<file path="config.mk">
export PLATFORM = sky130hd
export DESIGN_NAME = spilling_multi_stack_store
export DESIGN_NICKNAME = d
export VERILOG_FILES = /design/src/hdl/smss_pkg.sv /design/src/hdl/smss_mem.sv /design/src/hdl/spilling_multi_stack_store.sv
export VERILOG_INCLUDE_DIRS = /design/src /design/src/hdl
export SDC_FILE = /design/constraint.sdc
export NUM_CORES = 1
export LEC_CHECK = 0
export BUFFER_PORTS_ARGS = -buffer_cell sky130_fd_sc_hd__buf_2
export CORE_ASPECT_RATIO = 1.5
export CORE_UTILIZATION = 54
export CTS_CLUSTER_DIAMETER = 50
export DETAILED_ROUTE_END_ITERATION = 6
export PLACE_DENSITY_LB_ADDON = 0.1
export SLEW_MARGIN = 20
export SYNTH_ARGS = -nofsm -noshare
export SYNTH_HDL_FRONTEND = slang
export SYNTH_HIERARCHICAL = 1
export SYNTH_SLANG_ARGS = --single-unit
</file>
<file path="constraint.sdc">
create_clock -name clk -period 11.4 [get_ports clk]
set_input_delay 2.28 -clock clk [delete_from_list [all_inputs] [get_ports clk]]
set_output_delay 2.28 -clock clk [all_outputs]
set_load 0.005 [all_outputs]
</file>
<file path="src/hdl/spilling_multi_stack_store_macros.svh">
// ---------------------------------------------------------------------------
// Assertion macros for the multi-stack store
// Short forms for clocked properties that are disabled during reset.
// ---------------------------------------------------------------------------
`ifndef SPILLING_MULTI_STACK_STORE_MACROS_SVH
`define SPILLING_MULTI_STACK_STORE_MACROS_SVH

// Same-cycle implication.
`define SMSS_ASSERT_IMP(label, ante, cons) \
  label: assert property (@(posedge clk) disable iff (rst) (ante) |-> (cons)) \
    else $error("multi-stack store assertion failed");

// Next-cycle implication.
`define SMSS_ASSERT_NXT(label, ante, cons) \
  label: assert property (@(posedge clk) disable iff (rst) (ante) |=> (cons)) \
    else $error("multi-stack store assertion failed");

`endif

</file>
<file path="src/hdl/smss_pkg.sv">
// ---------------------------------------------------------------------------
// smss_pkg
// Sizes, codes and helper functions shared by the multi-stack store.
// ---------------------------------------------------------------------------
package smss_pkg;

  localparam int STACK_DEPTH   = 5;
  localparam int NUM_STACKS    = 3;
  localparam int TOTAL_ENTRIES = STACK_DEPTH * NUM_STACKS;

  localparam int FILL_W = $clog2(STACK_DEPTH + 1);
  localparam int STK_W  = (NUM_STACKS > 1) ? $clog2(NUM_STACKS) : 1;
  localparam int ADDR_W = (TOTAL_ENTRIES > 1) ? $clog2(TOTAL_ENTRIES) : 1;

  localparam int ID_W     = 32;
  localparam int CMD_W    = 2;
  localparam int STATUS_W = 3;
  localparam int USED_W   = 2;
  localparam int IN_W     = 40;
  localparam int OUT_W    = 40;

  typedef enum logic [CMD_W-1:0] {
    CMD_PUSH  = 2'd0,
    CMD_POP   = 2'd1,
    CMD_CHECK = 2'd2
  } cmd_t;

  typedef enum logic [STATUS_W-1:0] {
    STAT_DONE      = 3'd0,
    STAT_FULL      = 3'd1,
    STAT_EMPTY     = 3'd2,
    STAT_FOUND     = 3'd3,
    STAT_NOT_FOUND = 3'd4
  } status_t;

  typedef enum logic [1:0] {
    ST_IDLE,
    ST_SCAN,
    ST_SCAN_LAST,
    ST_RESULT
  } state_t;

  // One access to the entry memory.
  typedef struct packed {
    logic              we;
    logic              re;
    logic [ADDR_W-1:0] addr;
    logic [ID_W-1:0]   wdata;
  } mem_req_t;

  // First memory address of a stack.
  function automatic logic [ADDR_W-1:0] stack_base(input logic [STK_W-1:0] stk);
    logic [ADDR_W+STK_W-1:0] prod;
    prod = (ADDR_W+STK_W)'(stk) * (ADDR_W+STK_W)'(STACK_DEPTH);
    return prod[ADDR_W-1:0];
  endfunction

  // Low two bits of a stack index for the result field.
  function automatic logic [USED_W-1:0] used_field(input logic [STK_W-1:0] stk);
    logic [STK_W+USED_W-1:0] ext;
    ext = {{USED_W{1'b0}}, stk};
    return ext[USED_W-1:0];
  endfunction

endpackage

</file>
<file path="src/hdl/smss_mem.sv">
// ---------------------------------------------------------------------------
// smss_mem
// Single-port entry memory holding every stack, with registered read data.
// ---------------------------------------------------------------------------
module smss_mem (
  input  logic                         clk,
  input  smss_pkg::mem_req_t           req,
  output logic [smss_pkg::ID_W-1:0]    rdata
);

  logic [smss_pkg::ID_W-1:0] mem [smss_pkg::TOTAL_ENTRIES];

  always_ff @(posedge clk) begin
    if (req.we) begin
      mem[req.addr] <= req.wdata;
    end
  end

  // Read data holds between reads, so a popped entry stays available.
  always_ff @(posedge clk) begin
    if (req.re) begin
      rdata <= mem[req.addr];
    end
  end

endmodule

</file>
<file path="src/hdl/spilling_multi_stack_store.sv">
// ---------------------------------------------------------------------------
// spilling_multi_stack_store
// Several bounded stacks of container IDs in one memory, with spill-over
// push, top-down pop and a search over every stored entry.
// ---------------------------------------------------------------------------
//
//   Channel   Direction  Handshake          Payload
//   s_*       in         s_tvalid/s_tready  command and container ID
//   m_*       out        m_tvalid/m_tready  status, popped ID, stack index
//
// A push or a pop does the memory access and the count update in the
// acceptance cycle; the result state then loads the result register once
// that register is free. A check walks the entry memory one word per
// cycle, stack by stack; the single read port of the entry memory sets
// that pace.
// Reset empties every stack at once; the entry memory itself is not cleared.
// A stalled result sits in the output register; the sequencer waits in its
// result state until the register frees up, and the input is ready only
// when the sequencer is idle.
// ---------------------------------------------------------------------------
module spilling_multi_stack_store (
  input  logic                          clk,
  input  logic                          rst,
  input  logic                          s_tvalid,
  output logic                          s_tready,
  // [1:0] cmd, [33:2] container_id, [39:34] zero
  input  logic [smss_pkg::IN_W-1:0]     s_tdata,
  output logic                          m_tvalid,
  input  logic                          m_tready,
  // [2:0] status, [34:3] popped_id, [36:35] stack_used, [39:37] zero
  output logic [smss_pkg::OUT_W-1:0]    m_tdata
);

  `include "spilling_multi_stack_store_macros.svh"

  // Incoming request fields.
  logic [smss_pkg::CMD_W-1:0] in_cmd;
  logic signed [smss_pkg::ID_W-1:0] in_id;

  assign in_cmd = s_tdata[smss_pkg::CMD_W-1:0];
  assign in_id  = s_tdata[smss_pkg::CMD_W+smss_pkg::ID_W-1:smss_pkg::CMD_W];

  smss_pkg::state_t state, state_next;

  // Per-stack fill counts live in flip-flops; reset empties every stack.
  logic [smss_pkg::FILL_W-1:0] fill [smss_pkg::NUM_STACKS];

  // Result being assembled for the current request.
  smss_pkg::status_t           res_status;
  logic [smss_pkg::USED_W-1:0] res_used;
  logic                        res_pop;

  // Search state.
  logic signed [smss_pkg::ID_W-1:0] key;
  logic [smss_pkg::STK_W-1:0]       scan_s;
  logic [smss_pkg::FILL_W-1:0]      scan_k;
  logic [smss_pkg::ADDR_W-1:0]      scan_base;
  logic                             cmp_valid;
  logic                             hit;

  smss_pkg::mem_req_t          mem_req;
  logic [smss_pkg::ID_W-1:0]   mem_rdata;

  logic accept;
  logic load_out;

  assign accept   = s_tvalid && s_tready;
  assign load_out = (state == smss_pkg::ST_RESULT) && (!m_tvalid || m_tready);

  // Pick the stacks for push and pop: the lowest one with room takes a push,
  // the highest one with entries gives up a pop.
  logic                        push_ok, pop_ok;
  logic [smss_pkg::STK_W-1:0]  push_s, pop_s;
  logic [smss_pkg::FILL_W-1:0] push_fill, pop_fill;

  always_comb begin
    push_ok   = 1'b0;
    push_s    = '0;
    push_fill = '0;
    pop_ok    = 1'b0;
    pop_s     = '0;
    pop_fill  = '0;
    for (int s = smss_pkg::NUM_STACKS - 1; s >= 0; s--) begin
      if (fill[s] < smss_pkg::FILL_W'(smss_pkg::STACK_DEPTH)) begin
        push_ok   = 1'b1;
        push_s    = smss_pkg::STK_W'(s);
        push_fill = fill[s];
      end
    end
    for (int s = 0; s < smss_pkg::NUM_STACKS; s++) begin
      if (fill[s] != '0) begin
        pop_ok   = 1'b1;
        pop_s    = smss_pkg::STK_W'(s);
        pop_fill = fill[s];
      end
    end
  end

  // Search walk: one slot per cycle, moving to the next stack once the
  // current one has no more live entries.
  logic [smss_pkg::FILL_W-1:0] scan_fill;
  logic                        scan_live;
  logic                        stack_end;
  logic                        scan_final;
  logic                        match_now;

  assign scan_fill  = fill[scan_s];
  assign scan_live  = scan_k < scan_fill;
  assign stack_end  = ({1'b0, scan_k} + 1'b1) >= {1'b0, scan_fill};
  assign scan_final = stack_end && (scan_s == smss_pkg::STK_W'(smss_pkg::NUM_STACKS - 1));
  assign match_now  = cmp_valid && (mem_rdata == key);

  // Next state.
  always_comb begin
    state_next = state;
    case (state)
      smss_pkg::ST_IDLE: begin
        if (accept) begin
          if (in_cmd == smss_pkg::CMD_CHECK) begin
            state_next = smss_pkg::ST_SCAN;
          end else begin
            state_next = smss_pkg::ST_RESULT;
          end
        end
      end
      smss_pkg::ST_SCAN: begin
        if (scan_final) begin
          state_next = smss_pkg::ST_SCAN_LAST;
        end
      end
      smss_pkg::ST_SCAN_LAST: begin
        state_next = smss_pkg::ST_RESULT;
      end
      smss_pkg::ST_RESULT: begin
        if (load_out) begin
          state_next = smss_pkg::ST_IDLE;
        end
      end
      default: begin
        state_next = smss_pkg::ST_IDLE;
      end
    endcase
  end

  // Outputs of the sequencer: input ready and the memory access.
  always_comb begin
    s_tready      = 1'b0;
    mem_req.we    = 1'b0;
    mem_req.re    = 1'b0;
    mem_req.addr  = '0;
    mem_req.wdata = in_id;
    case (state)
      smss_pkg::ST_IDLE: begin
        s_tready = 1'b1;
        if (s_tvalid) begin
          case (in_cmd)
            smss_pkg::CMD_PUSH: begin
              mem_req.we   = push_ok;
              mem_req.addr = smss_pkg::stack_base(push_s)
                             + smss_pkg::ADDR_W'(push_fill);
            end
            smss_pkg::CMD_POP: begin
              mem_req.re   = pop_ok;
              mem_req.addr = smss_pkg::stack_base(pop_s)
                             + smss_pkg::ADDR_W'(pop_fill - 1'b1);
            end
            default: begin
              mem_req.we = 1'b0;
            end
          endcase
        end
      end
      smss_pkg::ST_SCAN: begin
        mem_req.re   = scan_live;
        mem_req.addr = scan_base + smss_pkg::ADDR_W'(scan_k);
      end
      default: begin
        s_tready = 1'b0;
      end
    endcase
  end

  smss_mem u_mem (
    .clk   (clk),
    .req   (mem_req),
    .rdata (mem_rdata)
  );

  // Control registers.
  always_ff @(posedge clk) begin
    if (rst) begin
      state    <= smss_pkg::ST_IDLE;
      m_tvalid <= 1'b0;
      for (int s = 0; s < smss_pkg::NUM_STACKS; s++) begin
        fill[s] <= '0;
      end
    end else begin
      state <= state_next;
      if (accept && (in_cmd == smss_pkg::CMD_PUSH) && push_ok) begin
        fill[push_s] <= push_fill + 1'b1;
      end
      if (accept && (in_cmd == smss_pkg::CMD_POP) && pop_ok) begin
        fill[pop_s] <= pop_fill - 1'b1;
      end
      if (m_tvalid && m_tready) begin
        m_tvalid <= 1'b0;
      end
      if (load_out) begin
        m_tvalid <= 1'b1;
      end
    end
  end

  // Result and search datapath.
  always_ff @(posedge clk) begin
    case (state)
      smss_pkg::ST_IDLE: begin
        key       <= in_id;
        scan_s    <= '0;
        scan_k    <= '0;
        scan_base <= '0;
        cmp_valid <= 1'b0;
        hit       <= 1'b0;
        res_pop   <= 1'b0;
        res_used  <= '0;
        res_status <= smss_pkg::STAT_DONE;
        case (in_cmd)
          smss_pkg::CMD_PUSH: begin
            if (push_ok) begin
              res_used <= smss_pkg::used_field(push_s);
            end else begin
              res_status <= smss_pkg::STAT_FULL;
            end
          end
          smss_pkg::CMD_POP: begin
            if (pop_ok) begin
              res_used <= smss_pkg::used_field(pop_s);
              res_pop  <= 1'b1;
            end else begin
              res_status <= smss_pkg::STAT_EMPTY;
            end
          end
          default: begin
            res_pop <= 1'b0;
          end
        endcase
      end
      smss_pkg::ST_SCAN: begin
        cmp_valid <= scan_live;
        if (match_now) begin
          hit <= 1'b1;
        end
        if (stack_end) begin
          scan_s    <= scan_s + 1'b1;
          scan_k    <= '0;
          scan_base <= scan_base + smss_pkg::ADDR_W'(smss_pkg::STACK_DEPTH);
        end else begin
          scan_k <= scan_k + 1'b1;
        end
      end
      smss_pkg::ST_SCAN_LAST: begin
        cmp_valid  <= 1'b0;
        res_status <= (hit || match_now) ? smss_pkg::STAT_FOUND
                                         : smss_pkg::STAT_NOT_FOUND;
      end
      default: begin
        cmp_valid <= 1'b0;
      end
    endcase
    if (load_out) begin
      m_tdata <= {{(smss_pkg::OUT_W - smss_pkg::STATUS_W - smss_pkg::ID_W
                    - smss_pkg::USED_W){1'b0}},
                  res_used,
                  (res_pop ? mem_rdata : {smss_pkg::ID_W{1'b0}}),
                  res_status};
    end
  end

  // The block works on one request at a time.
  `SMSS_ASSERT_NXT(a_one_at_a_time, accept, !s_tready)
  // A result in flight always carries a defined status code.
  `SMSS_ASSERT_IMP(a_status_code, m_tvalid,
    m_tdata[smss_pkg::STATUS_W-1:0] <= smss_pkg::STAT_NOT_FOUND)
  // Only a completed push or pop names a stack or returns an ID.
  `SMSS_ASSERT_IMP(a_fields_zero,
    m_tvalid && (m_tdata[smss_pkg::STATUS_W-1:0] != smss_pkg::STAT_DONE),
    m_tdata[smss_pkg::OUT_W-1:smss_pkg::STATUS_W] == '0)
  // The search never walks past the last stack.
  `SMSS_ASSERT_IMP(a_scan_range, state == smss_pkg::ST_SCAN,
    scan_s <= smss_pkg::STK_W'(smss_pkg::NUM_STACKS - 1))

endmodule
</file>
==> impl_metrics.yaml, run 1 <==
cts:
  cts_buffers: 56
  htree_levels: 2
  ctsRootBufferMaster: "clkbuf_16"
  cts-resized-gates: 0
  cts_hold_buffers: 0
  post_cts_buffers: 0
  clock_path_buffers: 3
  cts.sinks: 615
  insertion_delay_ns: 0.60
  cts_tree: "built"
  clk_pin_slew_ns: 0.06
layout:
  area_delta_synth_final_pct: 11.90
  nFillCells: 3193
  drive_gt1_share_pct: 18.96
  fin_area_um2: 27470
  n_antenna_cell: 0
  fin_cells: 1969
  final_nets: 1414
  fin_util_pct: 61.30
sta:
  relSlewSlack_pct: 25.72
  setup_tns_ns: 0
  clock_skew_ns: 0.02191
  post-route-min-period_ns: 6.089
  whs_ns: 0.4200
  max_freq_mhz: 164.2
  tightestPinTransition_ns: 1.114
  layout_setup_ws_ns: 5.311
  setup_viol: 0
  finalCritPeriodShare_pct: 53.41
  hold_viol_final: 0
  rsz0062_at_grt: "no"
  maxSlewViolCount: 0
worst_setup_path:
  rr_startpoint: "fill[2][0]"
  rr_endpoint: "u_mem/mem[12][5]"
  cp-endpoint: "u_mem/mem[12][5]"
  crit_arrival_ns: 6.31
  worstSetupPathType: "reg2reg"
  startpoint: "fill[2][0]"
  crit_path_start_kind: "register"
  cp_max_fo: 33
  endpoint_kind: "register"
  worst-r2r-cell-count: 12
  cp_data_required_time_ns: 11.63
  r2r_slack_ns: 5.31
power_and_ir_drop:
  power_density_nw_per_um2: 233.8
  p_sw_mw: 1.882
  p_sw_share_pct: 29.29
  pwr-share-comb_pct: 26.2
  total_power_mw: 6.424
  p_clk_share_pct: 29.2
  p_seq_share_pct: 44.6
  leakage_nw: 9.031
  p_int_mw: 4.542
  ir_drop_mv: 0.1701
synthesis:
  synth_area_leader_cell: "edfxtp_1"
  ys_seq_area_share_pct: 74.98
  yosys_warnings: 6
  netlist_area_um2: 24550
  avgSynthCellArea_um2: 19.81
  postSynth.asyncResetShare_pct: 0
  yosysUniqueCellTypes: 66
  synth_ff_type: "edfxtp_1"
  synthCells: 1239
  synth-edff-count: 609
  synth_most_common_cell: "edfxtp_1"
  netlist.area_leader.share_pct: 74.50
  ys_top_cells_by_count: "609 x edfxtp_1, 56 x mux4_1, 43 x mux4_2, 43 x nand2_1, 43 x o21ai_0"
  ys_ff_latch: 615
  yosys-top-cells-area: "edfxtp_1 74%, mux4_1 6.0%, mux4_2 3.9%"
placement:
  port_buffers: 76
  dpl.hpwl_mm: 28.94
  dpl-instance-area_um2: 25640
  place.gp.congestion: 0.7800
  place_inst: 1865
  place_ws_ns: 4.866
global_routing:
  track_usage_pct: 23.54
  grt_max_degree: 168
  grt_overflow: 0
  grt_pass1_wl_mm: 77.96
  antenna_found_initial: 1
  grt_pass1_vias: 12075
drt:
  drt_iter0_markers: 984
  antenna_left: 0
  vias: 11907
  drc: 0
  via_per_inst: 6.047
  first_pass_iters: 5
  routed_wl_mm: 53.16
  wire_per_inst_um: 27.00
floorplan:
  start_util_pct: 54.78
  core_um2: 44810
  pin_count: 86
  die_x_um: 176.1
  die_y_um: 263.1
  rows: 95
  dieArea_um2: 46330
run_status:
  status: "finished, final reports clean"
min_path:
  hp-class: "reg2reg"
flow_run:
  drv_cap: 0
==> flip-flops by register name (all words and copies together), names as in the netlist, named ones only <==
| signal | count |
|---|---|
| cmp_valid | 1 |
| fill | 12 |
| hit | 1 |
| key | 32 |
| m_tdata | 37 |
| m_tvalid | 1 |
| res_pop | 1 |
| res_status | 3 |
| res_used | 2 |
| scan_base | 4 |
| scan_k | 3 |
| scan_s | 2 |
| state | 2 |
| u_mem/mem | 480 |
| u_mem/rdata | 32 |
==> layout make-up <==
class / count / area (um^2) / share of cell area, %
flip-flops and latches: 615 / 18410 / 67.01
multi-input cells: 541 / 5817 / 21.18
clock buffers: 63 / 1449 / 5.274
well taps: 582 / 728.2 / 2.651
repair buffers: 101 / 580.6 / 2.113
clock inverters: 41 / 385.4 / 1.403
inverters: 26 / 102.6 / 0.3735
==> per-layer routing <==
metal | part of all wire (%) | global-route usage [%] | vias to the layer above
met2 | 54 | 41.73 | 318
met4 | 3.3 | 7.991 | 0
met5 | 0 | 0 | -
li1 | - | - | 5252
met1 | 39 | 29.88 | 6244
met3 | 4.2 | 2.759 | 93
==> layout by cell type, fill, tap and decap left out, drive strengths merged, types with 31 or more instances in the layout <==
master / instances
edfxtp: 609
and2: 36
a221o: 34
a22o: 32
mux2i: 36
o21ai: 44
clkinv: 31
xnor2: 33
mux4: 99
buf: 101
clkbuf: 63
nor2: 42
nand2: 43
==> critical path, stage by stage (launching register included) <==
cell and delay [ns]:
edfxtp_1 0.51, nor3_2 0.46, o21ai_0 0.19, nand2b_1 0.17
ha_1 0.25, ha_1 0.20, fa_1 0.44, xor2_1 0.17
o21ai_0 0.78, and2_2 0.97, nand2_1 0.36, nor3_2 0.62
buf_4 0.58
==> cell families after synthesis <==
family                   count (synthesis)  share of synthesized area [%]
buffers and inverters                   88                          2.029
XOR/XNOR                                40                          1.427
other                                    1                        0.01528
multiplexers                           136                          11.45
AND/OR/NAND/NOR                        180                          3.858
adder cells (fa/ha/maj)                 29                          1.570
flip-flops                             615                          74.98
AO/OA/AOI/OAI                          150                          4.664
==> worst min-delay path by stage <==
stage | start | to | slack [ns] | depth (start not counted)
2_1_floorplan | res_status[0] | m_tdata[0] | 0.40 | 0
3_3_place_gp | res_status[2] | m_tdata[2] | 0.40 | 0
3_5_place_dp | res_used[0] | m_tdata[35] | 0.41 | 0
4_1_cts | res_used[0] | m_tdata[35] | 0.42 | 0
5_1_grt | res_used[0] | m_tdata[35] | 0.43 | 0
6_report | res_used[0] | m_tdata[35] | 0.42 | 0
==> power groups by stage <==
stage / combinational (mW) / sequential [mW] / clock (mW)
detailed placement: 1.69 / 2.92 / 0
global route: 1.81 / 2.88 / 1.99
global placement: 1.68 / 2.91 / 0
CTS: 1.70 / 2.87 / 1.91
finish: 1.68 / 2.87 / 1.88
floorplan: 1.20 / 2.89 / 0
No activity file was read; power rests on OpenSTA's default activity.
==> run 2, diff against run 1 <==
--- a/config.mk
+++ b/config.mk
@@ -6,6 +6,7 @@
 export SDC_FILE = /design/constraint.sdc
 export NUM_CORES = 1
 export LEC_CHECK = 0
+export ABC_AREA = 1
 export BUFFER_PORTS_ARGS = -buffer_cell sky130_fd_sc_hd__buf_2
 export CORE_ASPECT_RATIO = 1.5
 export CORE_UTILIZATION = 54
==> constraint.sdc (replaced) <==
create_clock -name clk -period 5 [get_ports clk]
set_input_delay 1 -clock clk [delete_from_list [all_inputs] [get_ports clk]]
set_output_delay 1 -clock clk [all_outputs]
set_load 0.005 [all_outputs]
==> run 2 against run 1 <==
Effect of this change: sequential power grew 130%; design area increased by 7.1%; flip-flop and latch count is the same; highest routed layer unchanged.
==> impl_metrics.yaml, run 2 <==
run_status:
  status: "finished, final reports clean"
floorplan:
  die_y_um: 272.0
  start_util_pct: 54.89
  pin_count: 86
  die_x_um: 182.0
  core_um2: 47820
  dieArea_um2: 49510
  rows: 98
synthesis:
  netlist_area_um2: 26250
  yosys_warnings: 6
  yosys-top-cells-area: "edfxtp_1 70%, nand2_1 15%, nand3_1 3.4%"
  postSynth.asyncResetShare_pct: 0
  yosysUniqueCellTypes: 48
  synthCells: 2423
  synth_most_common_cell: "nand2_1"
  ys_top_cells_by_count: "1045 x nand2_1, 609 x edfxtp_1, 184 x inv_1, 176 x nand3_1, 150 x nor2_1"
  ys_seq_area_share_pct: 70.12
  ys_ff_latch: 615
  netlist.area_leader.share_pct: 69.67
  synth_ff_type: "edfxtp_1"
  avgSynthCellArea_um2: 10.83
  synth_area_leader_cell: "edfxtp_1"
  synth-edff-count: 609
cts:
  clk_pin_slew_ns: 0.07
  clock_path_buffers: 3
  htree_levels: 2
  cts_hold_buffers: 0
  cts.sinks: 615
  insertion_delay_ns: 0.59
  ctsRootBufferMaster: "clkbuf_16"
  post_cts_buffers: 0
  cts_buffers: 56
  cts_tree: "built"
  cts-resized-gates: 0
global_routing:
  grt_overflow: 0
  grt_max_degree: 206
  grt_pass1_vias: 16418
  track_usage_pct: 24.38
  antenna_found_initial: 0
  grt_pass1_wl_mm: 91.09
worst_setup_path:
  path_common_cell: "nand2_1"
  cp_data_required_time_ns: 5.33
  crit_path_start_kind: "register"
  endpoint_kind: "register"
  cpLargestDelayFamily: "simple AND/OR/NAND/NOR gates"
  crit_arrival_ns: 4.65
  cpMaxStageDelayCell: "edfxtp_1"
  rr_startpoint: "fill[2][0]"
  worstSetupPathType: "reg2reg"
  crit_chain: "nor2_4 -> nor2_1 -> nor2_2 -> nand2_1 -> a22oi_1 -> ha_1 -> ha_1 -> fa_1 -> xor2_1 -> inv_1 -> nand2_1 -> nand3_1 -> nand2_1 -> nand2_1 -> nand2_1 -> nand2_2 -> buf_4 -> nor2_1 -> nor2_1 -> nand2_1"
  startpoint: "fill[2][0]"
  cp_max_fo: 19
  cpPeakStageDelay_ns: 0.48
  path_buf_inv: 2
drt:
  vias: 16859
  first_pass_iters: 5
  drt_iter0_markers: 1140
  drc: 0
  wire_per_inst_um: 18.76
  antenna_left: 0
  via_per_inst: 5.340
  routed_wl_mm: 59.23
sta:
  clock_skew_ns: 0.02637
  rsz0062_at_grt: "no"
  maxSlewViolCount: 0
  post-route-min-period_ns: 4.312
  finalCritPeriodShare_pct: 86.24
  max_freq_mhz: 231.9
  tightestPinTransition_ns: 1.013
  relSlewSlack_pct: 32.49
  setup_tns_ns: 0
  hold_viol_final: 0
  whs_ns: 0.4198
  setup_viol: 0
layout:
  drive_gt1_share_pct: 10.75
  largest_reg_flops: 480
  reg_top3: "u_mem/mem x480, m_tdata x37"
  n_antenna_cell: 0
  area_delta_synth_final_pct: 12.12
  fin_area_um2: 29430
  top_register: "u_mem/mem"
  layout_common_cells: "1044 x nand2_1, 609 x edfxtp_1, 184 x inv_1, 175 x nand3_1, 132 x nor2_1"
  final_nets: 2585
  layout_commonest_cell: "nand2_1"
  nFillCells: 3857
  fin_cells: 3157
min_path:
  min_from: "res_status[2]"
  hp-class: "reg2reg"
power_and_ir_drop:
  ir_drop_mv: 0.4273
  leakage_nw: 12.34
  total_power_mw: 15.60
  power_density_nw_per_um2: 530.0
flow_run:
  drv_cap: 0
placement:
  port_buffers: 76
  dpl-instance-area_um2: 27510
  place_inst: 3053
  dpl.hpwl_mm: 33.91
  place.gp.congestion: 0.8140
==> run 2: cell types whose count changed after synthesis, moves of 23 or more <==
cell,before,now
a221o_1,34,0
a22o_1,32,0
and2_1,36,1
buf_2,12,47
inv_1,25,184
mux2i_1,36,0
mux4_1,56,0
mux4_2,43,0
nand2_1,43,1045
nand3_1,4,176
nor2_1,42,150
o21ai_0,43,20
xnor2_1,33,9
==> run 2: path summary, 6_finish.rpt <==
kind                    end  depth (start not counted)  slack (ns)
min reg2reg      m_tdata[2]                          0        0.42
max          u_mem/rdata[4]                         20        0.69
max reg2reg  u_mem/rdata[4]                         20        0.69
min              m_tdata[2]                          0        0.42
==> run 2: cell type report <==
class	count	area [um^2]	area share [%]
Clock buffer	68	1468	4.987
Clock inverter	35	440.4	1.496
Inverter	195	737.0	2.504
Multi-Input combinational cell	1517	6774	23.02
Sequential cell	615	18410	62.54
Tap cell	600	750.7	2.551
Timing Repair Buffer	127	854.6	2.904
==> run 2: report_power, final <==
part / total (mW) / switching [mW] / internal [mW]
clock: 4.44 / 1.83 / 2.61
combinational: 4.61 / 3.33 / 1.29
sequential: 6.55 / 0.218 / 6.33
total: 15.6 / 5.38 / 10.2
==> run 2: logic make-up (layout without fill, tap and decap cells) <==
logic type      count (synthesis)  count (layout)  synth area share [%]
flops                         615             615                 70.12
fa+ha+maj                      29              29                 1.468
other cells                     1               6               0.01429
buf+inv                       296             425                 4.819
simple gates                 1406            1406                 21.72
xor+xnor                       13              13                0.4337
compound gates                 63              63                 1.425
==> run 2: worst register-to-register path, cell delays in order, from the launching register on <==
cell and delay [ns]:
edfxtp_1 0.48, nor2_4 0.20, nor2_1 0.12, nor2_2 0.14
nand2_1 0.07, a22oi_1 0.25, ha_1 0.29, ha_1 0.20
fa_1 0.43, xor2_1 0.18, inv_1 0.05, nand2_1 0.05
nand3_1 0.08, nand2_1 0.05, nand2_1 0.07, nand2_1 0.22
nand2_2 0.40, buf_4 0.39, nor2_1 0.11, nor2_1 0.19
nand2_1 0.09
==> run 2: metrics by stage <==
| stage | worst slack [ns] | utilization [%] |
|---|---|---|
| 6_report | 0.6878 | 61.55 |
| 4_1_cts | 0.6579 | 61.52 |
| 3_5_place_dp | 0.6805 | 57.53 |
| 3_3_place_gp | 0.6793 | 57.53 |
| 5_1_grt | 0.2956 | 61.55 |
| 2_1_floorplan | 0.2302 | - |
==> run 2: per-layer routing <==
layer  vias to the layer above  wire [um]  GRT usage (%)
li1                       8122          -              -
met1                      8131      23530          29.67
met2                       466      31090          44.38
met3                       140       2626          2.621
met4                         0       1990          9.376
met5                         -          0              0
==> run 3, diff against run 2 <==
--- a/config.mk
+++ b/config.mk
@@ -13,6 +13,7 @@
 export CTS_CLUSTER_DIAMETER = 50
 export DETAILED_ROUTE_END_ITERATION = 6
 export PLACE_DENSITY_LB_ADDON = 0.1
+export REMOVE_ABC_BUFFERS = 1
 export SLEW_MARGIN = 20
 export SYNTH_ARGS = -nofsm -noshare
 export SYNTH_HDL_FRONTEND = slang
==> run 3 against run 2 <==
Effect of this change: worst setup slack got worse by 0.46 ns; global-route usage increased by 1.3 points; via count decreased by 0.15%.
==> impl_metrics.yaml, run 3 (same netlist as run 2, synthesis figures left out) <==
sta:
  setup_viol: 0
  finalCritPeriodShare_pct: 95.38
  maxSlewViolCount: 0
  whs_ns: 0.4147
  hold_viol_final: 0
  relSlewSlack_pct: 29.21
  layout_setup_ws_ns: 0.2310
  post-route-min-period_ns: 4.769
  max_freq_mhz: 209.7
  rsz0062_at_grt: "no"
  clock_skew_ns: 0.01889
  tightestPinTransition_ns: 1.059
min_path:
  min_from: "res_status[2]"
  hp-class: "reg2reg"
power_and_ir_drop:
  power_density_nw_per_um2: 526.9
  ir_drop_mv: 0.3811
  leakage_nw: 12.31
placement:
  place_ws_ns: 0.2368
  port_buffers: 76
  dpl.hpwl_mm: 35.45
  place.gp.congestion: 0.8907
  dpl-instance-area_um2: 27530
flow_run:
  drv_cap: 0
layout:
  n_antenna_cell: 0
  fin_util_pct: 61.35
  top_register: "u_mem/mem"
  reg_top3: "u_mem/mem x480, m_tdata x37"
  largest_reg_flops: 480
  final_nets: 2583
  nFillCells: 3865
  layout_common_cells: "1044 x nand2_1, 609 x edfxtp_1, 184 x inv_1, 175 x nand3_1, 132 x nor2_1"
  area_delta_synth_final_pct: 11.76
  fin_area_um2: 29340
  layout_commonest_cell: "nand2_1"
  drive_gt1_share_pct: 10.87
cts:
  cts.sinks: 615
  cts_buffers: 56
  insertion_delay_ns: 0.59
  clock_path_buffers: 3
  ctsRootBufferMaster: "clkbuf_16"
  cts-resized-gates: 0
  cts_tree: "built"
  clk_pin_slew_ns: 0.07
  post_cts_buffers: 0
  htree_levels: 2
  cts_hold_buffers: 0
global_routing:
  grt_max_degree: 129
  track_usage_pct: 25.63
  grt_pass1_wl_mm: 95.21
  antenna_found_initial: 1
  grt_overflow: 0
  grt_pass1_vias: 16661
drt:
  first_pass_iters: 5
  drc: 0
  via_per_inst: 5.332
  wire_per_inst_um: 19.44
  drt_iter0_markers: 1154
  routed_wl_mm: 61.38
  antenna_left: 0
  vias: 16834
floorplan:
  die_y_um: 272.0
  die_x_um: 182.0
  start_util_pct: 54.89
  core_um2: 47820
  dieArea_um2: 49510
  pin_count: 86
  rows: 98
worst_setup_path:
  cp_data_required_time_ns: 5.29
  cpPeakStageDelay_ns: 0.84
  path_common_cell: "nand2_1"
  crit_chain: "nor2_4 -> nor2_1 -> nor2_2 -> nand2_1 -> a22oi_1 -> ha_1 -> ha_1 -> fa_1 -> xor2_1 -> inv_1 -> nand2_1 -> nand3_1 -> nand2_1 -> nand2_1 -> nand2_1 -> nor2_4 -> inv_1 -> nor2_4 -> buf_4"
  worstSetupPathType: "reg2reg"
  cp_max_fo: 21
  startpoint: "fill[2][0]"
  crit_path_start_kind: "register"
  rr_startpoint: "fill[2][0]"
  crit_arrival_ns: 5.06
  cpMaxStageDelayCell: "nor2_4"
  endpoint_kind: "register"
run_status:
  status: "finished, final reports clean"
-- run 3: stage by stage --
| step | std cells | total power [mW] | TNS [ns] |
|---|---|---|---|
| global placement | 3051 | 11.27 | 0 |
| CTS | 3157 | 15.57 | 0 |
| global route | 3157 | 16.38 | 0 |
| finish | 3157 | 15.46 | 0 |
| detailed placement | 3052 | 11.38 | 0 |
| floorplan | 2327 | 9.897 | -3151.47 |
-- run 3: worst max-delay path: cells and delay by family (launching register included) --
| family | cells | cell delay [ns] |
|---|---|---|
| xor+xnor | 1 | 0.19 |
| simple gates | 11 | 2.00 |
| buf+inv | 3 | 0.55 |
| fa+ha+maj | 3 | 0.95 |
| flops | 1 | 0.46 |
| compound gates | 1 | 0.31 |
-- run 3: final timing paths --
check                           to  slack, ns  cells after the start
setup / recovery  u_mem/mem[4][22]       0.23                     19
setup reg to reg  u_mem/mem[4][22]       0.23                     19
hold / removal          m_tdata[2]       0.41                      0
hold reg to reg         m_tdata[2]       0.41                      0
-- run 3: area by class of cell --
| class | instances | area [um^2] | area share (%) |
|---|---|---|---|
| Inverter | 195 | 737.0 | 2.512 |
| Clock inverter | 45 | 395.4 | 1.348 |
| Multi-Input combinational cell | 1517 | 6774 | 23.09 |
| Timing Repair Buffer | 125 | 855.8 | 2.917 |
| Clock buffer | 60 | 1416 | 4.828 |
| Tap cell | 600 | 750.7 | 2.559 |
| Sequential cell | 615 | 18410 | 62.75 |
-- run 3: metal layers --
layer / routed length [um] / GRT usage (%) / vias up / part of all wire [%]
li1: - / - / 8118 / -
met1: 23930 / 31.53 / 8080 / 39
met2: 32360 / 46.40 / 525 / 53
met3: 3085 / 2.567 / 111 / 5.0
met4: 2004 / 9.951 / 0 / 3.3
met5: 0 / 0 / - / 0
-- run 3: report_power, final --
part	switching, mW	internal [mW]
combinational	3.41	1.28
clock	1.88	2.33
sequential	0.218	6.33
